===== src/hw/rtl/countdown_event_timer_table_top_macros.svh =====
// ----------------------------------------------------------------------------
// Countdown event timer table: assertion macros
// Shared property forms for the timer table checks.
// ----------------------------------------------------------------------------
`ifndef COUNTDOWN_EVENT_TIMER_TABLE_TOP_MACROS_SVH
`define COUNTDOWN_EVENT_TIMER_TABLE_TOP_MACROS_SVH

// Same-cycle implication, quiet while in reset
`define CETT_ASSERT_IMP(lbl, ante, cons, msg) \
  lbl: assert property (@(posedge clk_i) disable iff (!rst_ni) (ante) |-> (cons)) \
    else $error(msg);

// Next-cycle implication, quiet while in reset
`define CETT_ASSERT_NXT(lbl, ante, cons, msg) \
  lbl: assert property (@(posedge clk_i) disable iff (!rst_ni) (ante) |=> (cons)) \
    else $error(msg);

`endif


===== src/hw/rtl/cett_pkg.sv =====
// ----------------------------------------------------------------------------
// cett_pkg
// Types and constants shared by the countdown event timer table.
// ----------------------------------------------------------------------------
package cett_pkg;

  localparam int unsigned SLOTS_DEF = 64;
  localparam int unsigned ID_W      = 16;
  localparam int unsigned CD_W      = 8;
  localparam int unsigned SLOT_W    = 6;
  localparam int unsigned OUT_CNT_W = 7;
  localparam int unsigned TICK_W    = 32;

  typedef enum logic [1:0] {
    OP_ADD      = 2'd0,
    OP_SCHEDULE = 2'd1,
    OP_TICK     = 2'd2
  } op_e;

  typedef enum logic [1:0] {
    ST_OK    = 2'd0,
    ST_FULL  = 2'd1,
    ST_RANGE = 2'd2
  } status_e;

  typedef enum logic [1:0] {
    CMD_NONE,
    CMD_WRITE_NEW,
    CMD_RELOAD,
    CMD_TICK
  } cmd_e;

  typedef enum logic [1:0] {
    ENG_IDLE,
    ENG_SWEEP,
    ENG_FINISH
  } eng_state_e;

  typedef struct packed {
    cmd_e              kind;
    status_e           status;
    logic [ID_W-1:0]   ident;
    logic [CD_W-1:0]   value;
    logic [TICK_W-1:0] ticks;
  } cmd_t;

endpackage


===== src/hw/rtl/countdown_event_timer_table_top.sv =====
// ----------------------------------------------------------------------------
// countdown_event_timer_table_top
// Table of event slots with 8-bit countdowns, reloads and table-wide ticks.
//
// Channel  Dir  Signals                    Content
// s_axis   in   tvalid tready tdata tuser  add, schedule or tick item
// m_axis   out  tvalid tready tdata tuser  one result per item
//
// Add, schedule and unused opcodes are applied and their result loaded when popped.
// A tick walks the held entries through one read port: pop, one read per entry, last
// write-back, drain, result load; an empty table loads its result when popped.
// The front keeps accepting while the two-entry queue has room.
// Reset clears counts, queue and engine; slot memories need no clearing pass.
// A stalled result stays in the output register; the engine waits on it.
// ----------------------------------------------------------------------------
`include "countdown_event_timer_table_top_macros.svh"

module countdown_event_timer_table_top #(
  parameter int unsigned SLOTS = cett_pkg::SLOTS_DEF
) (
  input  logic        clk_i,
  input  logic        rst_ni,
  input  logic        s_axis_tvalid,
  output logic        s_axis_tready,
  input  logic [31:0] s_axis_tdata,  // entry_id[15:0] countdown[23:16] slot_index[29:24]
  input  logic [1:0]  s_axis_tuser,  // opcode[1:0]
  output logic        m_axis_tvalid,
  input  logic        m_axis_tready,
  output logic [55:0] m_axis_tdata,  // event_id[15:0] entry_count[22:16] tick_count[54:23]
  output logic [2:0]  m_axis_tuser   // status[1:0] event_fired[2]
);

  localparam int unsigned CW = $clog2(SLOTS + 1);
  localparam int unsigned AW = (SLOTS > 1) ? $clog2(SLOTS) : 1;
  localparam int unsigned QW = CW + AW + $bits(cett_pkg::cmd_t);
  localparam logic [cett_pkg::OUT_CNT_W-1:0] CNT_CAP = cett_pkg::OUT_CNT_W'(SLOTS);

  cett_pkg::cmd_t    f_cmd, e_cmd;
  logic [CW-1:0]     f_cnt, e_cnt;
  logic [AW-1:0]     f_addr, e_addr;
  logic              f_push, q_ready, q_valid, q_pop;
  logic [QW-1:0]     q_wdata, q_rdata;

  cett_pkg::status_e                out_status;
  logic                             out_fired;
  logic [cett_pkg::ID_W-1:0]        out_id;
  logic [cett_pkg::OUT_CNT_W-1:0]   out_cnt;
  logic [cett_pkg::TICK_W-1:0]      out_ticks;

  logic                             rep_full, rep_fired, rep_ok;

  cett_front #(
    .SLOTS (SLOTS),
    .CW    (CW),
    .AW    (AW)
  ) u_front (
    .clk_i        (clk_i),
    .rst_ni       (rst_ni),
    .in_valid_i   (s_axis_tvalid),
    .in_ready_o   (s_axis_tready),
    .in_op_i      (s_axis_tuser),
    .in_ident_i   (s_axis_tdata[15:0]),
    .in_value_i   (s_axis_tdata[23:16]),
    .in_slot_i    (s_axis_tdata[29:24]),
    .push_o       (f_push),
    .push_ready_i (q_ready),
    .cmd_o        (f_cmd),
    .cnt_o        (f_cnt),
    .addr_o       (f_addr)
  );

  assign q_wdata = {f_cnt, f_addr, f_cmd};
  assign {e_cnt, e_addr, e_cmd} = q_rdata;

  cett_queue #(
    .W (QW)
  ) u_queue (
    .clk_i        (clk_i),
    .rst_ni       (rst_ni),
    .push_i       (f_push),
    .push_ready_o (q_ready),
    .data_i       (q_wdata),
    .pop_valid_o  (q_valid),
    .pop_i        (q_pop),
    .data_o       (q_rdata)
  );

  cett_engine #(
    .SLOTS (SLOTS),
    .CW    (CW),
    .AW    (AW)
  ) u_engine (
    .clk_i        (clk_i),
    .rst_ni       (rst_ni),
    .q_valid_i    (q_valid),
    .q_pop_o      (q_pop),
    .cmd_i        (e_cmd),
    .cnt_i        (e_cnt),
    .addr_i       (e_addr),
    .out_valid_o  (m_axis_tvalid),
    .out_ready_i  (m_axis_tready),
    .out_status_o (out_status),
    .out_fired_o  (out_fired),
    .out_id_o     (out_id),
    .out_cnt_o    (out_cnt),
    .out_ticks_o  (out_ticks)
  );

  assign m_axis_tdata = {1'b0, out_ticks, out_cnt, out_id};
  assign m_axis_tuser = {out_fired, out_status};

  assign rep_full  = m_axis_tvalid & (out_status == cett_pkg::ST_FULL);
  assign rep_fired = m_axis_tvalid & out_fired;
  assign rep_ok    = (out_status == cett_pkg::ST_OK);

  `CETT_ASSERT_IMP(a_full_at_cap, rep_full, out_cnt == CNT_CAP, "full reported below capacity")
  `CETT_ASSERT_IMP(a_fire_only_ok, rep_fired, rep_ok, "event fired on a rejected item")
  `CETT_ASSERT_IMP(a_pop_nonempty, q_pop, q_valid, "engine popped an empty queue")

endmodule


===== src/hw/rtl/cett_front.sv =====
// ----------------------------------------------------------------------------
// cett_front
// Accepts items, checks them against the held count and issues commands.
// ----------------------------------------------------------------------------
module cett_front #(
  parameter int unsigned SLOTS = cett_pkg::SLOTS_DEF,
  parameter int unsigned CW    = $clog2(SLOTS + 1),
  parameter int unsigned AW    = (SLOTS > 1) ? $clog2(SLOTS) : 1
) (
  input  logic                          clk_i,
  input  logic                          rst_ni,
  input  logic                          in_valid_i,
  output logic                          in_ready_o,
  input  logic [1:0]                    in_op_i,
  input  logic [cett_pkg::ID_W-1:0]     in_ident_i,
  input  logic [cett_pkg::CD_W-1:0]     in_value_i,
  input  logic [cett_pkg::SLOT_W-1:0]   in_slot_i,
  output logic                          push_o,
  input  logic                          push_ready_i,
  output cett_pkg::cmd_t                cmd_o,
  output logic [CW-1:0]                 cnt_o,
  output logic [AW-1:0]                 addr_o
);

  localparam int unsigned CMPW = (CW > cett_pkg::SLOT_W) ? CW : cett_pkg::SLOT_W;

  logic [CW-1:0]               count_q, count_d;
  logic [cett_pkg::TICK_W-1:0] ticks_q, ticks_d;
  logic [CMPW-1:0]             slot_ext;
  logic                        accept;

  assign in_ready_o = push_ready_i;
  assign push_o     = in_valid_i;
  assign accept     = in_valid_i & push_ready_i;
  assign slot_ext   = CMPW'(in_slot_i);

  always_comb begin
    count_d      = count_q;
    ticks_d      = ticks_q;
    addr_o       = count_q[AW-1:0];
    cmd_o.kind   = cett_pkg::CMD_NONE;
    cmd_o.status = cett_pkg::ST_OK;
    cmd_o.ident  = in_ident_i;
    cmd_o.value  = in_value_i;
    case (in_op_i)
      cett_pkg::OP_ADD: begin
        if (count_q == CW'(SLOTS)) begin
          cmd_o.status = cett_pkg::ST_FULL;
        end else begin
          cmd_o.kind = cett_pkg::CMD_WRITE_NEW;
          count_d    = count_q + CW'(1);
        end
      end
      cett_pkg::OP_SCHEDULE: begin
        if (slot_ext < CMPW'(count_q)) begin
          cmd_o.kind = cett_pkg::CMD_RELOAD;
          addr_o     = slot_ext[AW-1:0];
        end else begin
          cmd_o.status = cett_pkg::ST_RANGE;
        end
      end
      cett_pkg::OP_TICK: begin
        cmd_o.kind = cett_pkg::CMD_TICK;
        ticks_d    = ticks_q + cett_pkg::TICK_W'(1);
      end
      default: begin
      end
    endcase
    cmd_o.ticks = ticks_d;
    cnt_o       = count_d;
  end

  always_ff @(posedge clk_i or negedge rst_ni) begin
    if (!rst_ni) begin
      count_q <= '0;
      ticks_q <= '0;
    end else if (accept) begin
      count_q <= count_d;
      ticks_q <= ticks_d;
    end
  end

endmodule


===== src/hw/rtl/cett_queue.sv =====
// ----------------------------------------------------------------------------
// cett_queue
// Two-entry command queue between the front and the engine.
// ----------------------------------------------------------------------------
module cett_queue #(
  parameter int unsigned W = 8
) (
  input  logic         clk_i,
  input  logic         rst_ni,
  input  logic         push_i,
  output logic         push_ready_o,
  input  logic [W-1:0] data_i,
  output logic         pop_valid_o,
  input  logic         pop_i,
  output logic [W-1:0] data_o
);

  logic [W-1:0] buf_q [2];
  logic         wr_ptr_q, rd_ptr_q;
  logic [1:0]   fill_q;
  logic         do_push, do_pop;

  assign push_ready_o = (fill_q != 2'd2);
  assign pop_valid_o  = (fill_q != 2'd0);
  assign do_push      = push_i & push_ready_o;
  assign do_pop       = pop_i & pop_valid_o;
  assign data_o       = buf_q[rd_ptr_q];

  always_ff @(posedge clk_i) begin
    if (do_push) begin
      buf_q[wr_ptr_q] <= data_i;
    end
  end

  always_ff @(posedge clk_i or negedge rst_ni) begin
    if (!rst_ni) begin
      wr_ptr_q <= 1'b0;
      rd_ptr_q <= 1'b0;
      fill_q   <= 2'd0;
    end else begin
      if (do_push) begin
        wr_ptr_q <= ~wr_ptr_q;
      end
      if (do_pop) begin
        rd_ptr_q <= ~rd_ptr_q;
      end
      case ({do_push, do_pop})
        2'b10:   fill_q <= fill_q + 2'd1;
        2'b01:   fill_q <= fill_q - 2'd1;
        default: fill_q <= fill_q;
      endcase
    end
  end

endmodule


===== src/hw/rtl/cett_engine.sv =====
// ----------------------------------------------------------------------------
// cett_engine
// Holds the slot memories, applies commands and sweeps the table on a tick.
// ----------------------------------------------------------------------------
module cett_engine #(
  parameter int unsigned SLOTS = cett_pkg::SLOTS_DEF,
  parameter int unsigned CW    = $clog2(SLOTS + 1),
  parameter int unsigned AW    = (SLOTS > 1) ? $clog2(SLOTS) : 1
) (
  input  logic                             clk_i,
  input  logic                             rst_ni,
  input  logic                             q_valid_i,
  output logic                             q_pop_o,
  input  cett_pkg::cmd_t                   cmd_i,
  input  logic [CW-1:0]                    cnt_i,
  input  logic [AW-1:0]                    addr_i,
  output logic                             out_valid_o,
  input  logic                             out_ready_i,
  output cett_pkg::status_e                out_status_o,
  output logic                             out_fired_o,
  output logic [cett_pkg::ID_W-1:0]        out_id_o,
  output logic [cett_pkg::OUT_CNT_W-1:0]   out_cnt_o,
  output logic [cett_pkg::TICK_W-1:0]      out_ticks_o
);

  logic [cett_pkg::ID_W-1:0] ident_mem [SLOTS];
  logic [cett_pkg::CD_W-1:0] rem_mem   [SLOTS];

  cett_pkg::eng_state_e state_q, state_d;

  logic [CW-1:0]               ptr_q, ptr_d;
  logic                        rd_en, rd_vld_q;
  logic [AW-1:0]               rd_addr, rd_addr_q;
  logic [cett_pkg::CD_W-1:0]   rd_rem_q;
  logic [cett_pkg::ID_W-1:0]   rd_ident_q;
  logic                        fired_q, fired_d;
  logic [cett_pkg::ID_W-1:0]   ev_q, ev_d;
  logic [CW-1:0]               tk_cnt_q;
  logic [cett_pkg::TICK_W-1:0] tk_ticks_q;
  logic                        tk_load;

  logic                        wr_rem_en, wr_ident_en;
  logic [AW-1:0]               wr_addr;
  logic [cett_pkg::CD_W-1:0]   wr_rem_data;

  logic                             out_vld_q, out_free, load;
  cett_pkg::status_e                ld_status, out_status_q;
  logic                             ld_fired, out_fired_q;
  logic [cett_pkg::ID_W-1:0]        ld_id, out_id_q;
  logic [cett_pkg::OUT_CNT_W-1:0]   ld_cnt, out_cnt_q;
  logic [cett_pkg::TICK_W-1:0]      ld_ticks, out_ticks_q;

  assign out_free = ~out_vld_q | out_ready_i;

  always_comb begin
    state_d     = state_q;
    q_pop_o     = 1'b0;
    ptr_d       = ptr_q;
    rd_en       = 1'b0;
    rd_addr     = ptr_q[AW-1:0];
    wr_rem_en   = 1'b0;
    wr_ident_en = 1'b0;
    wr_addr     = addr_i;
    wr_rem_data = cmd_i.value;
    fired_d     = fired_q;
    ev_d        = ev_q;
    tk_load     = 1'b0;
    load        = 1'b0;
    ld_status   = cmd_i.status;
    ld_fired    = 1'b0;
    ld_id       = '0;
    ld_cnt      = cett_pkg::OUT_CNT_W'(cnt_i);
    ld_ticks    = cmd_i.ticks;
    case (state_q)
      cett_pkg::ENG_IDLE: begin
        if (q_valid_i && out_free) begin
          q_pop_o = 1'b1;
          case (cmd_i.kind)
            cett_pkg::CMD_WRITE_NEW: begin
              wr_rem_en   = 1'b1;
              wr_ident_en = 1'b1;
              load        = 1'b1;
            end
            cett_pkg::CMD_RELOAD: begin
              wr_rem_en = 1'b1;
              load      = 1'b1;
            end
            cett_pkg::CMD_TICK: begin
              if (cnt_i == '0) begin
                load = 1'b1;
              end else begin
                tk_load = 1'b1;
                ptr_d   = '0;
                fired_d = 1'b0;
                ev_d    = '0;
                state_d = cett_pkg::ENG_SWEEP;
              end
            end
            default: load = 1'b1;
          endcase
        end
      end
      cett_pkg::ENG_SWEEP: begin
        if (rd_vld_q && (rd_rem_q != '0)) begin
          wr_rem_en   = 1'b1;
          wr_addr     = rd_addr_q;
          wr_rem_data = rd_rem_q - cett_pkg::CD_W'(1);
          if ((rd_rem_q == cett_pkg::CD_W'(1)) && !fired_q) begin
            fired_d = 1'b1;
            ev_d    = rd_ident_q;
          end
        end
        if (ptr_q != tk_cnt_q) begin
          rd_en = 1'b1;
          ptr_d = ptr_q + CW'(1);
        end else if (!rd_vld_q) begin
          state_d = cett_pkg::ENG_FINISH;
        end
      end
      cett_pkg::ENG_FINISH: begin
        if (out_free) begin
          load      = 1'b1;
          ld_status = cett_pkg::ST_OK;
          ld_fired  = fired_q;
          ld_id     = ev_q;
          ld_cnt    = cett_pkg::OUT_CNT_W'(tk_cnt_q);
          ld_ticks  = tk_ticks_q;
          state_d   = cett_pkg::ENG_IDLE;
        end
      end
      default: state_d = cett_pkg::ENG_IDLE;
    endcase
  end

  always_ff @(posedge clk_i) begin
    if (wr_rem_en) begin
      rem_mem[wr_addr] <= wr_rem_data;
    end
    if (wr_ident_en) begin
      ident_mem[wr_addr] <= cmd_i.ident;
    end
  end

  always_ff @(posedge clk_i) begin
    if (rd_en) begin
      rd_rem_q   <= rem_mem[rd_addr];
      rd_ident_q <= ident_mem[rd_addr];
      rd_addr_q  <= rd_addr;
    end
  end

  always_ff @(posedge clk_i) begin
    if (tk_load) begin
      tk_cnt_q   <= cnt_i;
      tk_ticks_q <= cmd_i.ticks;
    end
    if (load) begin
      out_status_q <= ld_status;
      out_fired_q  <= ld_fired;
      out_id_q     <= ld_id;
      out_cnt_q    <= ld_cnt;
      out_ticks_q  <= ld_ticks;
    end
  end

  always_ff @(posedge clk_i or negedge rst_ni) begin
    if (!rst_ni) begin
      state_q   <= cett_pkg::ENG_IDLE;
      ptr_q     <= '0;
      rd_vld_q  <= 1'b0;
      fired_q   <= 1'b0;
      ev_q      <= '0;
      out_vld_q <= 1'b0;
    end else begin
      state_q  <= state_d;
      ptr_q    <= ptr_d;
      rd_vld_q <= rd_en;
      fired_q  <= fired_d;
      ev_q     <= ev_d;
      if (load) begin
        out_vld_q <= 1'b1;
      end else if (out_ready_i) begin
        out_vld_q <= 1'b0;
      end
    end
  end

  assign out_valid_o  = out_vld_q;
  assign out_status_o = out_status_q;
  assign out_fired_o  = out_fired_q;
  assign out_id_o     = out_id_q;
  assign out_cnt_o    = out_cnt_q;
  assign out_ticks_o  = out_ticks_q;

endmodule


===== config.mk =====
export PLATFORM = sky130hd
export DESIGN_NAME = countdown_event_timer_table_top
export DESIGN_NICKNAME = d
export VERILOG_FILES = /design/src/hw/rtl/cett_pkg.sv /design/src/hw/rtl/countdown_event_timer_table_top.sv /design/src/hw/rtl/cett_front.sv /design/src/hw/rtl/cett_queue.sv /design/src/hw/rtl/cett_engine.sv
export VERILOG_INCLUDE_DIRS = /design/src /design/src/hw/rtl
export SDC_FILE = /design/constraint.sdc
export NUM_CORES = 2
export LEC_CHECK = 0
export BUFFER_PORTS_ARGS = -buffer_cell sky130_fd_sc_hd__buf_4
export CAP_MARGIN = 20
export CORE_UTILIZATION = 30
export DETAILED_ROUTE_END_ITERATION = 8
export PLACE_DENSITY = 0.54
export SYNTH_ARGS = -nofsm -noshare
export SYNTH_HDL_FRONTEND = slang
export SYNTH_SLANG_ARGS = --single-unit

===== constraint.sdc =====
create_clock -name clk_i -period 5.8 [get_ports clk_i]
set_clock_uncertainty 0.15 [all_clocks]
set_input_delay 0.87 -clock clk_i [delete_from_list [all_inputs] [get_ports clk_i]]
set_output_delay 0.87 -clock clk_i [all_outputs]
set_load 0.1 [all_outputs]

==> impl_metrics.toml <==
[outcome]
outcome = "finished, final reports clean"

[worst_setup_path]
cpPeakStageDelay_ns = 1.01
path_cells = "mux2_2, mux2_2, nor2_1, nand4_1, nor2_1, buf_4"
crit_fanout = 55
worstPathArrival_ns = 4.71
critPathLaunchType = "flip-flop"
critPathRequiredTime_ns = 6.15
critPathBufInv = 1
critPathKind = "flip-flop to flip-flop"
crit_family = "simple AND/OR/NAND/NOR gates"
end_kind = "flip-flop"
critical_path.slowest_cell = "dfrtp_4"

[power]
power.leakage_nw = 27.2
powerDensity_nw_per_um2 = 509
peakVddDrop_uv = 398

[timing]
setup_tns_ns = 0
slew_headroom_pct = 26.4
maxSlewViolCount = 0
fin_crit_sh_pct = 75.1
tightest_slew_ns = 1.07
rsz0062_at_grt = "false"
finalSetupViolations = 0
timing.final.crit_period_ns = 4.36
fmax_mhz = 230
finalHoldViolCount = 0

[global_routing]
antenna_found_initial = 0
grt_pass1_wl_um = 258000
grt_overflow = 0
grt_pass1_vias = 36100
grt_max_degree = 107
grtUsageTotal_pct = 14.4

[logic_synthesis]
synth_edf_count = 1809
ys.flop_type = "edfxtp_1"
yosys.area.top_type_share_pct = 74.2
synth.distinct_cells = 60
syn_inst = 3686
ys_seq_area_share_pct = 76.6
netlist_top_cells_area = "edfxtp_1 74%, mux4_2 9.6%, dfrtp_1 2.4%, mux2i_1 2.3%, mux2_2 1.8%"
yosysTopAreaCell = "edfxtp_1"
ys_ff_latch = 1880
syn_nets = 3739
async_reset_ff_share_pct = 3.78
syn_area_per_cell_um2 = 19.9
yosysWarnings = 0
syn_area_um2 = 73200

[detailed_routing]
post_drt_via_cell_ratio = 4.89
vias = 35600
ant_nets = 0
wl_um = 178000
drt_iter0_drc = 2822
firstDrtPassIters = 6
wl_per_cell_um = 24.5
drc = 0

[cts]
path_clk_slew_ns = 0.06
cts_sinks = 1880
cts_tree = "built"
cts_made_buffers = 186
clkLatencyLatePin_ns = 0.83
clockRootBuffer = "clkbuf_16"
h-tree-depth = 4
cts_resized = 0
clockBufferDepth = 3

[placement]
dpl_cell_area_um2 = 78300
io_buffers = 95
hpwlAfterDp_um = 107000
dpl.cell_count = 6929
place_congestion = 0.786

[final_layout]
final_nets = 3975
seqCellArea_um2 = 56100
multi_input_area_um2 = 16300
layout.cells.non_filler = 7283
syn_to_final_growth_pct = 15.3
final_core_util_pct = 34.7
fillers = 22600
fin_area_um2 = 84400
num_antenna_cells = 0
final_layout_size_suffix_gt1_share_pct = 24.1

[die]
initial_core_util_pct = 30.1
die_h_um = 496
dieWidth_um = 496
fp.coreArea_um2 = 243000
dieArea_um2 = 246000
ioPinCount = 99
rows = 181

[run]
cap_violations = 0

[hold_path]
hold_path_class = "input port to flip-flop"
[stage by stage]
| stage | power [W] | hold slack (ns) | setup slack [ns] |
|---|---|---|---|
| after floorplan | 0.0264 | 0.273 | 0.156 |
| after global placement | 0.0313 | 0.291 | 1.54 |
| after global routing | 0.0446 | 0.0213 | 1.36 |
| final | 0.0430 | 0.0694 | 1.44 |
| after CTS | 0.0435 | 0.00121 | 1.47 |
| after detailed placement | 0.0316 | 0.306 | 1.50 |
[synthesized netlist by cell type (18+ instances only)]
library cell  count
o21ai_0          31
mux2_2          119
clkbuf_1         64
a311oi_1         18
mux4_2          312
nand2_1          81
o22ai_1          33
buf_4            26
buf_1            20
xor2_1           44
a211oi_1         37
a22o_1           33
dfrtp_1          71
edfxtp_1       1809
nor3_1           18
and3_1           27
nor2b_1          28
nand3_1          56
a21oi_1          84
nand2b_1         25
a22oi_1          99
buf_2            75
nor2_1          200
mux2i_1         171
xnor2_1          49
[power by group]
| part | total [W] | internal [W] | switching, W |
|---|---|---|---|
| Combinational | 0.0125 | 0.00422 | 0.00833 |
| Sequential | 0.0185 | 0.0178 | 0.000731 |
| Clock | 0.0119 | 0.00665 | 0.00522 |
[area by class of cell]
cell class,count,share of cell area [%]
Clock buffer,235,5.84
Clock inverter,112,1.27
Inverter,14,0.0622
Multi-Input combinational cell,1596,19.3
Sequential cell,1880,66.5
Tap cell,3202,4.75
Timing Repair Buffer,244,2.35
[routing by layer]
layer | track usage (%) | vias to the layer above | wire [um]
met5 | 0 | - | 0
met4 | 4.58 | 0 | 4830
met3 | 2.14 | 236 | 8980
met2 | 23.5 | 966 | 86700
met1 | 19.7 | 18900 | 78000
li1 | - | 15500 | -
[kinds of logic after synthesis]
group           synth area share, %
flops                          76.6
mux                            13.8
simple gates                   3.22
compound gates                 3.60
buf+inv                        1.43
xor+xnor                       1.11
fa+ha+maj                     0.256
other cells                 0.00512
[what timing repair did]
action / 4_1_cts / 5_1_grt
buffers inserted: 0 / 0
hold endpoints to repair: 9 / 18
hold buffers: 5 / 1
[flip-flops by register name, summed over array words and instances (netlist names)]
signal,cells
u_engine.rd_rem_q,8
u_engine.ev_q,16
u_engine.out_ticks_o,32
u_engine.out_id_o,16
u_engine.out_cnt_o,7
u_engine.out_valid_o,1
u_front.ticks_q,32
u_queue.rd_ptr_q,1
u_engine.rem_mem,512
u_engine.tk_cnt_q,7
u_engine.out_status_o,2
u_engine.rd_addr_q,6
u_queue.buf_q,146
u_engine.state_q,2
u_engine.ptr_q,7
u_engine.rd_ident_q,16
u_engine.rd_vld_q,1
u_queue.wr_ptr_q,1
u_engine.ident_mem,1024
u_engine.tk_ticks_q,32
u_engine.out_fired_o,1
u_front.count_q,7
u_engine.fired_q,1
u_queue.fill_q,2
[layout by cell type, fill, tap and decap left out, types with 79 or more instances in the layout]
master,instances
buf_4,228
a22oi_1,99
clkbuf_16,187
mux2i_1,171
nor2_1,198
mux2_2,119
a21oi_1,82
nand2_1,79
mux4_2,312
edfxtp_1,1809
[path summary, 6_finish.rpt]
path,start,end,slack (ns),cells past startpoint
setup / recovery,u_queue.rd_ptr_q,u_engine.ident_mem[46][6],1.44,6
hold / removal,s_axis_tdata[14],u_queue.buf_q[0][54],0.07,1
setup reg to reg,u_queue.rd_ptr_q,u_engine.ident_mem[46][6],1.44,6
hold reg to reg,u_engine.rd_vld_q,u_engine.state_q[1],0.31,1
max in group asynchronous,rst_ni,u_engine.ptr_q[2],4.51,3
min in group asynchronous,rst_ni,u_front.ticks_q[16],0.35,2
Note: power is estimated with default switching activity, not from simulation.
